--- src/rtl/hgrl_pkg.sv ---
// shared widths, limits and payload structs for the http get request line parser
// no dependencies; used by every module under rtl
`default_nettype none

package hgrl_pkg;

    localparam int BYTE_W  = 8;
    localparam int CLS_W   = 3;
    localparam int PORT_W  = 16;
    localparam int URL_MAX = 8192;
    localparam int CNT_W   = $clog2(URL_MAX + 1);

    typedef struct packed {
        logic [BYTE_W-1:0] byte_in;
        logic              last_byte;
    } item_t;

    typedef struct packed {
        logic [CLS_W-1:0]  byte_class;
        logic              done_res;
        logic              bad_request;
        logic [PORT_W-1:0] port_number;
        logic              path_defaulted;
        logic [CNT_W-1:0]  url_length;
        logic [CNT_W-1:0]  host_length;
        logic [CNT_W-1:0]  path_length;
    } result_t;

endpackage

`default_nettype wire

--- src/rtl/hgrl_in_reg.sv ---
// input register stage of the request line parser
// holds one accepted byte until the core consumes it; uses hgrl_pkg
`default_nettype none

module hgrl_in_reg
(
    input  wire logic           clk,
    input  wire logic           rst_n,
    input  wire logic           in_valid,
    output logic                in_ready,
    input  wire hgrl_pkg::item_t in_item,
    input  wire logic           take,
    output logic                held_valid,
    output hgrl_pkg::item_t     held_item
);

    logic            valid_reg;
    logic            valid_next;
    hgrl_pkg::item_t item_reg;

    // free slot, or the held byte leaves this cycle
    assign in_ready   = !valid_reg || take;
    assign valid_next = (in_valid && in_ready) || (valid_reg && !take);

    always_ff @(posedge clk or negedge rst_n)
    begin
        if (!rst_n)
        begin
            valid_reg <= 1'b0;
        end
        else
        begin
            valid_reg <= valid_next;
        end
    end

    always_ff @(posedge clk)
    begin
        if (in_valid && in_ready)
        begin
            item_reg <= in_item;
        end
    end

    assign held_valid = valid_reg;
    assign held_item  = item_reg;

endmodule

`default_nettype wire

--- src/rtl/hgrl_core.sv ---
// parse state and per-byte classification of the request line parser
// one byte is classified and the state updated per enabled cycle; uses hgrl_pkg
`default_nettype none

module hgrl_core
(
    input  wire logic            clk,
    input  wire logic            rst_n,
    input  wire logic            en,
    input  wire hgrl_pkg::item_t item,
    output hgrl_pkg::result_t    res
);

    localparam logic [3:0] PH_LEAD     = 4'd0;
    localparam logic [3:0] PH_METHOD   = 4'd1;
    localparam logic [3:0] PH_GAP      = 4'd2;
    localparam logic [3:0] PH_SCHEME   = 4'd3;
    localparam logic [3:0] PH_HOST     = 4'd4;
    localparam logic [3:0] PH_PORT_PRE = 4'd5;
    localparam logic [3:0] PH_PORT_NUM = 4'd6;
    localparam logic [3:0] PH_PATH     = 4'd7;
    localparam logic [3:0] PH_AFTER    = 4'd8;

    localparam logic [2:0] CLS_IGNORED = 3'd0;
    localparam logic [2:0] CLS_METHOD  = 3'd1;
    localparam logic [2:0] CLS_SCHEME  = 3'd2;
    localparam logic [2:0] CLS_HOST    = 3'd3;
    localparam logic [2:0] CLS_PORT    = 3'd4;
    localparam logic [2:0] CLS_PATH    = 3'd5;
    localparam logic [2:0] CLS_AFTER   = 3'd6;

    localparam int            CNT_W        = hgrl_pkg::CNT_W;
    localparam int            PORT_W       = hgrl_pkg::PORT_W;
    localparam logic [CNT_W-1:0] URL_LIMIT = CNT_W'(hgrl_pkg::URL_MAX);
    localparam logic [PORT_W-1:0] HTTP_PORT    = PORT_W'(80);
    localparam logic [PORT_W-1:0] PORT_SAT     = '1;

    localparam logic [7:0] CH_SPACE = 8'h20;
    localparam logic [7:0] CH_COLON = 8'h3a;
    localparam logic [7:0] CH_SLASH = 8'h2f;
    localparam logic [7:0] CH_PLUS  = 8'h2b;
    localparam logic [7:0] CH_MINUS = 8'h2d;
    localparam logic [7:0] CH_ZERO  = 8'h30;
    localparam logic [7:0] CH_NINE  = 8'h39;
    localparam logic [7:0] CH_TAB   = 8'h09;
    localparam logic [7:0] CH_CR    = 8'h0d;

    function automatic logic [7:0] method_char(input logic [1:0] idx);
        logic [7:0] ch;
        case (idx)
            2'd0:    ch = 8'h47;
            2'd1:    ch = 8'h45;
            2'd2:    ch = 8'h54;
            default: ch = 8'h00;
        endcase
        return ch;
    endfunction

    function automatic logic [7:0] scheme_char(input logic [2:0] idx);
        logic [7:0] ch;
        case (idx)
            3'd0:    ch = 8'h68;
            3'd1:    ch = 8'h74;
            3'd2:    ch = 8'h74;
            3'd3:    ch = 8'h70;
            3'd4:    ch = 8'h3a;
            3'd5:    ch = 8'h2f;
            3'd6:    ch = 8'h2f;
            default: ch = 8'h00;
        endcase
        return ch;
    endfunction

    logic [3:0]        phase_reg,   phase_next;
    logic [2:0]        mi_reg,      mi_next;
    logic [PORT_W-1:0] accum_reg,   accum_next;
    logic              neg_reg,     neg_next;
    logic              pdone_reg,   pdone_next;
    logic              colon_reg,   colon_next;
    logic [CNT_W-1:0]  url_reg,     url_next;
    logic [CNT_W-1:0]  host_reg,    host_next;
    logic [CNT_W-1:0]  path_reg,    path_next;
    logic              err_reg,     err_next;
    logic              ended_reg,   ended_next;

    logic [7:0]        c;
    logic [2:0]        cls;
    logic [2:0]        smi;
    logic [19:0]       mul_sum;
    logic              bad;
    logic [PORT_W-1:0] port_val;

    assign c = item.byte_in;

    always_comb
    begin
        phase_next = phase_reg;
        mi_next    = mi_reg;
        accum_next = accum_reg;
        neg_next   = neg_reg;
        pdone_next = pdone_reg;
        colon_next = colon_reg;
        url_next   = url_reg;
        host_next  = host_reg;
        path_next  = path_reg;
        err_next   = err_reg;
        ended_next = ended_reg;
        cls        = CLS_IGNORED;
        smi        = (phase_reg == PH_GAP) ? 3'd0 : mi_reg;
        mul_sum    = {4'd0, accum_reg} * 20'd10 + {16'd0, c[3:0]};
        bad        = 1'b0;
        port_val   = '0;
        res        = '0;

        if (!(ended_reg || err_reg))
        begin
            if (c == 8'h00)
            begin
                if (phase_reg == PH_METHOD && mi_reg != 3'd3)
                begin
                    err_next = 1'b1;
                end
                ended_next = 1'b1;
            end
            else
            begin
                case (phase_reg)
                    PH_LEAD, PH_METHOD:
                    begin
                        if (c == CH_SPACE)
                        begin
                            if (phase_reg == PH_METHOD)
                            begin
                                if (mi_reg != 3'd3)
                                begin
                                    err_next = 1'b1;
                                end
                                phase_next = PH_GAP;
                                mi_next    = 3'd0;
                            end
                        end
                        else
                        begin
                            phase_next = PH_METHOD;
                            cls        = CLS_METHOD;
                            if (mi_reg < 3'd3 && c == method_char(mi_reg[1:0]))
                            begin
                                mi_next = mi_reg + 3'd1;
                            end
                            else
                            begin
                                err_next = 1'b1;
                            end
                        end
                    end
                    PH_GAP, PH_SCHEME:
                    begin
                        if (c == CH_SPACE)
                        begin
                            if (phase_reg == PH_SCHEME)
                            begin
                                err_next = 1'b1;
                            end
                        end
                        else
                        begin
                            phase_next = PH_SCHEME;
                            mi_next    = smi;
                            cls        = CLS_SCHEME;
                            if (url_reg < URL_LIMIT)
                            begin
                                url_next = url_reg + 1'b1;
                            end
                            if (url_next >= URL_LIMIT)
                            begin
                                err_next = 1'b1;
                            end
                            if (smi < 3'd7 && c == scheme_char(smi))
                            begin
                                mi_next = smi + 3'd1;
                                if (smi == 3'd6)
                                begin
                                    phase_next = PH_HOST;
                                end
                            end
                            else
                            begin
                                err_next = 1'b1;
                            end
                        end
                    end
                    PH_HOST, PH_PORT_PRE, PH_PORT_NUM, PH_PATH:
                    begin
                        if (c == CH_SPACE)
                        begin
                            phase_next = PH_AFTER;
                            cls        = CLS_AFTER;
                        end
                        else
                        begin
                            if (url_reg < URL_LIMIT)
                            begin
                                url_next = url_reg + 1'b1;
                            end
                            if (url_next >= URL_LIMIT)
                            begin
                                err_next = 1'b1;
                            end
                            if (phase_reg == PH_PATH || c == CH_SLASH)
                            begin
                                phase_next = PH_PATH;
                                path_next  = path_reg + 1'b1;
                                cls        = CLS_PATH;
                            end
                            else if (phase_reg == PH_HOST)
                            begin
                                if (c == CH_COLON)
                                begin
                                    colon_next = 1'b1;
                                    phase_next = PH_PORT_PRE;
                                    cls        = CLS_PORT;
                                end
                                else
                                begin
                                    host_next = host_reg + 1'b1;
                                    cls       = CLS_HOST;
                                end
                            end
                            else
                            begin
                                cls = CLS_PORT;
                                if (!pdone_reg)
                                begin
                                    if (c >= CH_ZERO && c <= CH_NINE)
                                    begin
                                        // saturating decimal accumulate
                                        accum_next = (mul_sum > {4'd0, PORT_SAT}) ?
                                                     PORT_SAT : mul_sum[PORT_W-1:0];
                                        phase_next = PH_PORT_NUM;
                                    end
                                    else if (phase_reg == PH_PORT_PRE &&
                                             c >= CH_TAB && c <= CH_CR)
                                    begin
                                        phase_next = phase_reg;
                                    end
                                    else if (phase_reg == PH_PORT_PRE &&
                                             (c == CH_PLUS || c == CH_MINUS))
                                    begin
                                        neg_next   = (c == CH_MINUS);
                                        phase_next = PH_PORT_NUM;
                                    end
                                    else
                                    begin
                                        pdone_next = 1'b1;
                                    end
                                end
                            end
                        end
                    end
                    default:
                    begin
                        cls = CLS_AFTER;
                    end
                endcase
            end
        end

        res.byte_class = cls;

        if (item.last_byte)
        begin
            bad = err_next || (phase_next < PH_HOST) || (url_next >= URL_LIMIT);
            port_val = HTTP_PORT;
            if (colon_next)
            begin
                port_val = neg_next ? (PORT_W'(0) - accum_next) : accum_next;
            end
            res.done_res    = 1'b1;
            res.bad_request = bad;
            if (!bad)
            begin
                res.port_number    = port_val;
                res.path_defaulted = (path_next == '0);
                res.url_length     = url_next;
                res.host_length    = host_next;
                res.path_length    = path_next;
            end
            // back to the reset state for the next request
            phase_next = PH_LEAD;
            mi_next    = 3'd0;
            accum_next = '0;
            neg_next   = 1'b0;
            pdone_next = 1'b0;
            colon_next = 1'b0;
            url_next   = '0;
            host_next  = '0;
            path_next  = '0;
            err_next   = 1'b0;
            ended_next = 1'b0;
        end
    end

    always_ff @(posedge clk or negedge rst_n)
    begin
        if (!rst_n)
        begin
            phase_reg <= PH_LEAD;
            mi_reg    <= 3'd0;
            accum_reg <= '0;
            neg_reg   <= 1'b0;
            pdone_reg <= 1'b0;
            colon_reg <= 1'b0;
            url_reg   <= '0;
            host_reg  <= '0;
            path_reg  <= '0;
            err_reg   <= 1'b0;
            ended_reg <= 1'b0;
        end
        else if (en)
        begin
            phase_reg <= phase_next;
            mi_reg    <= mi_next;
            accum_reg <= accum_next;
            neg_reg   <= neg_next;
            pdone_reg <= pdone_next;
            colon_reg <= colon_next;
            url_reg   <= url_next;
            host_reg  <= host_next;
            path_reg  <= path_next;
            err_reg   <= err_next;
            ended_reg <= ended_next;
        end
    end

endmodule

`default_nettype wire

--- src/rtl/http_get_request_line_parser.sv ---
// Takes one request byte per transfer and returns one result per byte: the
// byte's field class, and on the byte marked last the status, port and
// lengths. A new byte can be taken every cycle while out_ready keeps the
// results draining; each byte passes through the input register, then the
// result register, where its result is held until it is taken, and the parse
// state is updated once per byte by combinational logic.
// After the last byte the parser returns to its reset state.
// top level of the request line parser; uses hgrl_pkg, hgrl_in_reg, hgrl_core
`default_nettype none

module http_get_request_line_parser
(
    input  wire logic                          clk,
    input  wire logic                          rst_n,
    input  wire logic                          in_valid,
    output logic                               in_ready,
    input  wire logic [hgrl_pkg::BYTE_W-1:0]   byte_in,
    input  wire logic                          last_byte,
    output logic                               out_valid,
    input  wire logic                          out_ready,
    output logic [hgrl_pkg::CLS_W-1:0]         byte_class,
    output logic                               done_res,
    output logic                               bad_request,
    output logic [hgrl_pkg::PORT_W-1:0]        port_number,
    output logic                               path_defaulted,
    output logic [hgrl_pkg::CNT_W-1:0]         url_length,
    output logic [hgrl_pkg::CNT_W-1:0]         host_length,
    output logic [hgrl_pkg::CNT_W-1:0]         path_length
);

    hgrl_pkg::item_t   in_item;
    hgrl_pkg::item_t   held_item;
    hgrl_pkg::result_t core_res;
    hgrl_pkg::result_t res_reg;
    logic              held_valid;
    logic              take;
    logic              out_valid_reg;
    logic              out_valid_next;

    assign in_item.byte_in   = byte_in;
    assign in_item.last_byte = last_byte;

    // the held byte moves on when the result register is free or draining
    assign take = held_valid && (!out_valid_reg || out_ready);

    hgrl_in_reg u_in_reg
    (
        .clk        (clk),
        .rst_n      (rst_n),
        .in_valid   (in_valid),
        .in_ready   (in_ready),
        .in_item    (in_item),
        .take       (take),
        .held_valid (held_valid),
        .held_item  (held_item)
    );

    hgrl_core u_core
    (
        .clk   (clk),
        .rst_n (rst_n),
        .en    (take),
        .item  (held_item),
        .res   (core_res)
    );

    assign out_valid_next = take || (out_valid_reg && !out_ready);

    always_ff @(posedge clk or negedge rst_n)
    begin
        if (!rst_n)
        begin
            out_valid_reg <= 1'b0;
        end
        else
        begin
            out_valid_reg <= out_valid_next;
        end
    end

    always_ff @(posedge clk)
    begin
        if (take)
        begin
            res_reg <= core_res;
        end
    end

    assign out_valid      = out_valid_reg;
    assign byte_class     = res_reg.byte_class;
    assign done_res       = res_reg.done_res;
    assign bad_request    = res_reg.bad_request;
    assign port_number    = res_reg.port_number;
    assign path_defaulted = res_reg.path_defaulted;
    assign url_length     = res_reg.url_length;
    assign host_length    = res_reg.host_length;
    assign path_length    = res_reg.path_length;

endmodule

`default_nettype wire
--- config.mk ---
export PLATFORM = sky130hd
export DESIGN_NAME = http_get_request_line_parser
export DESIGN_NICKNAME = d
export VERILOG_FILES = /design/src/rtl/hgrl_pkg.sv /design/src/rtl/hgrl_in_reg.sv /design/src/rtl/hgrl_core.sv /design/src/rtl/http_get_request_line_parser.sv
export SDC_FILE = /design/constraint.sdc
export NUM_CORES = 1
export LEC_CHECK = 0
export BUFFER_PORTS_ARGS = -buffer_cell sky130_fd_sc_hd__buf_2
export CORE_UTILIZATION = 31
export CTS_CLUSTER_DIAMETER = 100
export CTS_CLUSTER_SIZE = 20
export DETAILED_ROUTE_END_ITERATION = 6
export SLEW_MARGIN = 10
export SYNTH_ARGS = -nofsm -noshare
export SYNTH_HDL_FRONTEND = slang
export SYNTH_HIERARCHICAL = 1
export SYNTH_SLANG_ARGS = --single-unit
--- constraint.sdc ---
create_clock -name clk -period 4.7 [get_ports clk]
set_input_delay 0.47 -clock clk [delete_from_list [all_inputs] [get_ports clk]]
set_output_delay 0.47 -clock clk [all_outputs]
set_load 0.01 [all_outputs]
Word level (Yosys, flattened, before mapping)

Cells that the tools add are included.

Memories kept: 0
Word-level logic and storage cells: 254
Latch bits: 0
Input bits: 13
Output and inout bits: 66
Register bits after elaboration: 145
ROM bits: 0
RAM bits: 0

Reductions and logical operators: 43
Equal/unequal tests: 31
Bitwise logic cells: 2
$add $sub $neg: 7
Shift operators: 0
Muxes and demuxes: 134
$lt $le $gt $ge: 12
Divide/modulo/power cells: 0
$mul: 1

Operators by type and width:

| operator                                                        | count |
|---|---|
| two-way mux 14 bit                                              | 27 |
| two-way mux 16 bit                                              | 12 |
| two-way mux 8 bit                                               | 8 |
| two-way mux 61 bit                                              | 1 |
| two-way mux 4 bit                                               | 15 |
| two-way mux 59 bit                                              | 1 |
| two-way mux 1 bit                                               | 48 |
| adder 14 x 1 -> 14 bit, second input constant                   | 3 |
| greater-or-equal comparator 14 bit, second input constant       | 3 |
| two-way mux 3 bit                                               | 14 |
| equality test 8 x 6 -> 1 bit, second input constant             | 5 |
| case mux 7 bit (5 select lines)                                 | 1 |
| case mux 14 bit (2 select lines)                                | 1 |
| case mux 7 bit (3 select lines)                                 | 1 |
| adder 20 x 4 -> 20 bit                                          | 1 |
| greater-than comparator 20 x 16 -> 1 bit, second input constant | 1 |
| multiplier 16 x 3 -> 19 bit, second input constant              | 1 |
| equality test 4 x 3 -> 1 bit, second input constant             | 4 |
| equality test 8 bit                                             | 2 |
| subtractor 1 x 16 -> 16 bit, first input constant               | 1 |
| logical NOT 14 bit                                              | 1 |
| less-than comparator 14 bit, second input constant              | 1 |
| AND reduction 7 bit                                             | 2 |
| case mux 4 bit (3 select lines)                                 | 1 |
| other kinds (38)                                                | 75 |

Depth between registers and ports, before layout

Depth after elaboration: 21
Mapped depth: 18
Depth with buffers taken out: 17

Modules after synthesis

Netlist, hierarchy kept.

Modules (own cells, without submodules):

| module                       | cells an instance | seq. area each (sq um) | times used | area each (sq um) |
|---|---|---|---|---|
| hgrl_core                    | 918               | 1751.7                 | 1          | 7317.0 |
| http_get_request_line_parser | 68                | 1946.9                 | 1          | 1965.6 |
| hgrl_in_reg                  | 13                | 295.3                  | 1          | 324.1 |

Worst setup path before layout

No wires, ideal clock.

Path kind: register to register
Start: register u_core.accum_reg[1]
End: register res_reg (netlist bit port_number[8]) (data pin)
Path slack: 0.290 ns
Clock period less this slack: 4.410 ns
Setup time: 0.254 ns
Stages on the path, launching flop included: 19
Data arrival time: 4.156 ns
Required time: 4.446 ns
Buffers on the path: 1
Cells stage by stage: dfrtp_1 > ha_1 > ha_1 > fa_1 > a211oi_2 > or3b_2 > nand4_1 > a211o_1 > nor4_2 > mux2i_1 > buf_6 > nand2_4 > o22ai_1 > ha_1 > nand2_1 > a21oi_2 > a31oi_1 > xnor2_1 > nor2b_1

Word-level cells in the longest chain between the ends: 14

Ends and longest elaborated chain:

| element                                  | line                               | RTL |
|---|---|---|
| start, declared                          | hgrl_core.sv:76                    | `logic [PORT_W-1:0] accum_reg, accum_next;` |
| start signal, assigned                   | hgrl_core.sv:323                   | `accum_reg <= accum_next;` |
| multiplier 16 x 3 -> 19 bit              | hgrl_core.sv:110                   | `mul_sum = {4'd0, accum_reg} * 20'd10 + {16'd0, c[3:0]};` |
| adder 20 x 4 -> 20 bit                   | hgrl_core.sv:110                   |  |
| greater-than comparator 20 x 16 -> 1 bit | hgrl_core.sv:237                   | `accum_next = (mul_sum > {4'd0, PORT_SAT}) ?` |
| two-way mux 16 bit                       | hgrl_core.sv:237                   |  |
| two-way mux 16 bit                       | hgrl_core.sv:234                   | `if (c >= CH_ZERO && c <= CH_NINE)` |
| two-way mux 16 bit                       | hgrl_core.sv:232                   | `if (!pdone_reg)` |
| two-way mux 16 bit                       | hgrl_core.sv:215                   | `else if (phase_reg == PH_HOST)` |
| two-way mux 16 bit                       | hgrl_core.sv:209                   | `if (phase_reg == PH_PATH \|\| c == CH_SLASH)` |
| two-way mux 16 bit                       | hgrl_core.sv:194                   | `if (c == CH_SPACE)` |
| two-way mux 16 bit                       | hgrl_core.sv:127                   | `case (phase_reg)` |
| two-way mux 16 bit                       | hgrl_core.sv:117                   | `if (c == 8'h00)` |
| two-way mux 16 bit (*)                   | hgrl_core.sv:115                   | `if (!(ended_reg \|\| err_reg))` |
| subtractor 1 x 16 -> 16 bit              | hgrl_core.sv:276                   | `port_val = neg_next ? (PORT_W'(0) - accum_next) : accum_next;` |
| two-way mux 16 bit (*)                   | hgrl_core.sv:276                   |  |
| end signal, assigned                     | http_get_request_line_parser.sv:85 | `res_reg <= core_res;` |
| end, declared                            | http_get_request_line_parser.sv:34 | `hgrl_pkg::result_t res_reg;` |

Every way passes the cells marked *; elsewhere a longest branch is shown, timed or not.
A chain may end at the register's enable or synchronous reset.

Final worst setup path

Start: register u_core.accum_reg[3]
End: register res_reg (netlist bit port_number[8]) (data pin)

Same word-level chain as after synthesis.

==> impl_metrics.toml <==
[critical_path]
cp_max_fo = 6
worst_ep_arrival_time_ns = 4.60
reg2reg_depth = 18
required_ns = 4.86
critPathLaunch = "u_core/accum_reg[3]$_DFFE_PN0P_"
slowest_delay_ns = 0.40
critPathSlowestCell = "ha_2"
timing.rr.start = "u_core/accum_reg[3]$_DFFE_PN0P_"
r2r_setup_slack_ns = 0.27
critPathLaunchType = "flip-flop"
worst-setup-path-type = "reg -> reg"
cp_cell_sequence = "buf_4, ha_1, ha_2, o211ai_2, o211a_1, or3_4, a211o_1, nor4_4, mux2i_1, buf_4, nand2_4, o22ai_1, ha_1, nand2_1, a21oi_4, a31oi_1, xnor2_1, nor2b_1"
end_kind = "flip-flop"
r2r-end = "port_number[8]$_DFFE_PP_"

[clock_tree]
cts.sinks = 145
clockBufferDepth = 2
clkTransAtPathRegs_ns = 0.06
clk_latency_ns = 0.42
htree_levels = 4
clockRootBuffer = "clkbuf_16"
cts_tree = "yes"
numCtsBuffers = 17

[logic_synthesis]
async_flop_share = 0.497
synthTopCellsByCount = "nor2_1, edfxtp_1, dfrtp_1"
yosys.area.top_type = "edfxtp_1"
yosysMostFrequentCell = "nor2_1"
syn_area_um2 = 9610
syn_avg_cell_area_um2 = 9.62
netlist_top_cells_area = "edfxtp_1, dfrtp_1, ha_1"
synth_top_area_share = 0.228
ys.flop_type = "edfxtp_1"
synth.yosys.warnings = 6
yosys_register_bits = 145
yosysUniqueCellTypes = 92
synth.net_count = 1058
seq_area_frac_synth = 0.416
synth_edf_count = 73
syn-instance-count = 999

[floorplanning]
ios = 79
dieArea_um2 = 31700
fp.dieH_um = 178
initial_core_util = 0.315
rows = 64
core-area_um2 = 30500
fp.dieW_um = 178

[sta]
holdWs_ns = 0.220
skew_ns = 0.0107
slew_viol_final = 0
finalSetupViolCount = 0
fin_crit_sh = 0.943
fmax_mhz = 226
hold_violations = 0
relSlewSlack = 0.328
worstMarginPinSlew_ns = 1.01
fin_crit_ns = 4.43

[global_routing]
grt_usage = 0.147
antenna_found_initial = 5
grt_first_pass_wirelength_um = 37000
overflow = 0
grt_pass1_vias = 7178
grt_max_degree = 73

[detailed_routing]
dr_wl_met3_um = 1040
wire_per_inst_um = 15.5
drt_iter0_drc = 698
post-route-drc-count = 0
drt_pass1_iterations = 5
viasPerCell = 5.29
drt-met1-wl_um = 10900
finalWirelength_um = 22900
ant_nets = 0
top_layer_used = "met5"
wl_met2_um = 10600
vias = 7791

[cells_and_area]
seq_area_um2 = 3990
fin_util = 0.363
area_growth_syn_to_layout_pct = 15.3
final_area_um2 = 11100
drive_gt1_frac = 0.171
fin_nets = 1120
multi_input_area_um2 = 5290
n_fill_cell = 3066

[power_and_ir_drop]
power_mw = 3.39
p_leak_nw = 4.22
p_per_area_nw_per_um2 = 306
peakVddDrop_mv = 0.174

[run_status]
status = "completed"

[flow_run]
drv_cap = 0

[min_path]
hold_path_class = "in -> async"

[place]
place.gp.congestion = 0.892
dp_hpwl_um = 16200
portBuffers = 78
placedInstanceArea_um2 = 10400
[what timing repair did]
action,CTS,global route
setup buffers,0,1
endpoints found under the setup margin,0,40
resized for setup,0,11
hold buffers,0,0
endpoints found under the hold margin,0,0
[cells by family after synthesis]
logic type,synth area share
xor+xnor,0.0711
flops,0.416
simple gates,0.194
buf+inv,0.0382
fa+ha+maj,0.0615
other cells,0.000390
compound gates,0.186
mux,0.0328
[report_power, final]
| group | internal (mW) | switching (mW) |
|---|---|---|
| Sequential | 1.44 | 0.0743 |
| Clock | 0.776 | 0.539 |
| Combinational | 0.216 | 0.347 |
[metal layers]
metal / track usage / vias up
met4: 0.0477 / 2
met2: 0.232 / 194
met3: 0.0320 / 24
met1: 0.198 / 3720
met5: 0 / -
li1: - / 3851
[layout make-up]
class	count	area share
tap	396	0.0447
timing repair buffer	107	0.0558
clock buffer	17	0.0384
antenna	3	0.000678
clock inverter	15	0.0130
sequential	145	0.361
multi-input combinational	764	0.478
inverter	26	0.00881
[critical path: cells and delay by family (launching register included)]
family | cells | cell delay [ns]
AND/OR/NAND/NOR | 5 | 0.93
adder cells (fa/ha/maj) | 3 | 0.89
AO/OA/AOI/OAI | 6 | 1.29
XOR/XNOR | 1 | 0.16
flip-flops | 1 | 0.38
buffers and inverters | 2 | 0.30
multiplexers | 1 | 0.21
[metrics by stage]
| stage | setup slack (ns) | std cells | setup TNS, ns |
|---|---|---|---|
| after detailed placement | 0.0875 | 1437 | 0 |
| after CTS | 0.0507 | 1469 | 0 |
| after floorplan | 0.290 | 999 | 0 |
| after global routing | -0.00970 | 1470 | -0.0193 |
| after global placement | 0.162 | 1437 | 0 |
| final | 0.268 | 1473 | 0 |
[cells in the final DEF, fill, tap and decap left out, drive strengths merged, types with 12 or more instances in the layout]
cell type	netlist	routed
inv	26	27
o21ai	29	29
nor2	137	137
nand4	15	15
buf	17	107
and3	12	12
clkbuf	47	17
nand3	30	30
mux2i	27	27
and2	14	14
a21oi	51	51
o22ai	16	16
a31oi	16	16
o21a	14	14
nor3	39	39
dfrtp	72	72
edfxtp	73	73
o2bb2ai	48	48
nor4	15	15
xnor2	52	52
nor2b	12	12
ha	44	44
nand2	47	47
xor2	26	26
[worst max-delay path by stage]
stage / to / cells past startpoint
final: port_number[8]$_DFFE_PP_ / 18
after global placement: port_number[8]$_DFFE_PP_ / 18
after global routing: port_number[6]$_DFFE_PP_ / 17
after detailed placement: port_number[6]$_DFFE_PP_ / 18
after CTS: port_number[6]$_DFFE_PP_ / 18
after floorplan: port_number[8]$_DFFE_PP_ / 18
Power figures use the tool's default switching activity.
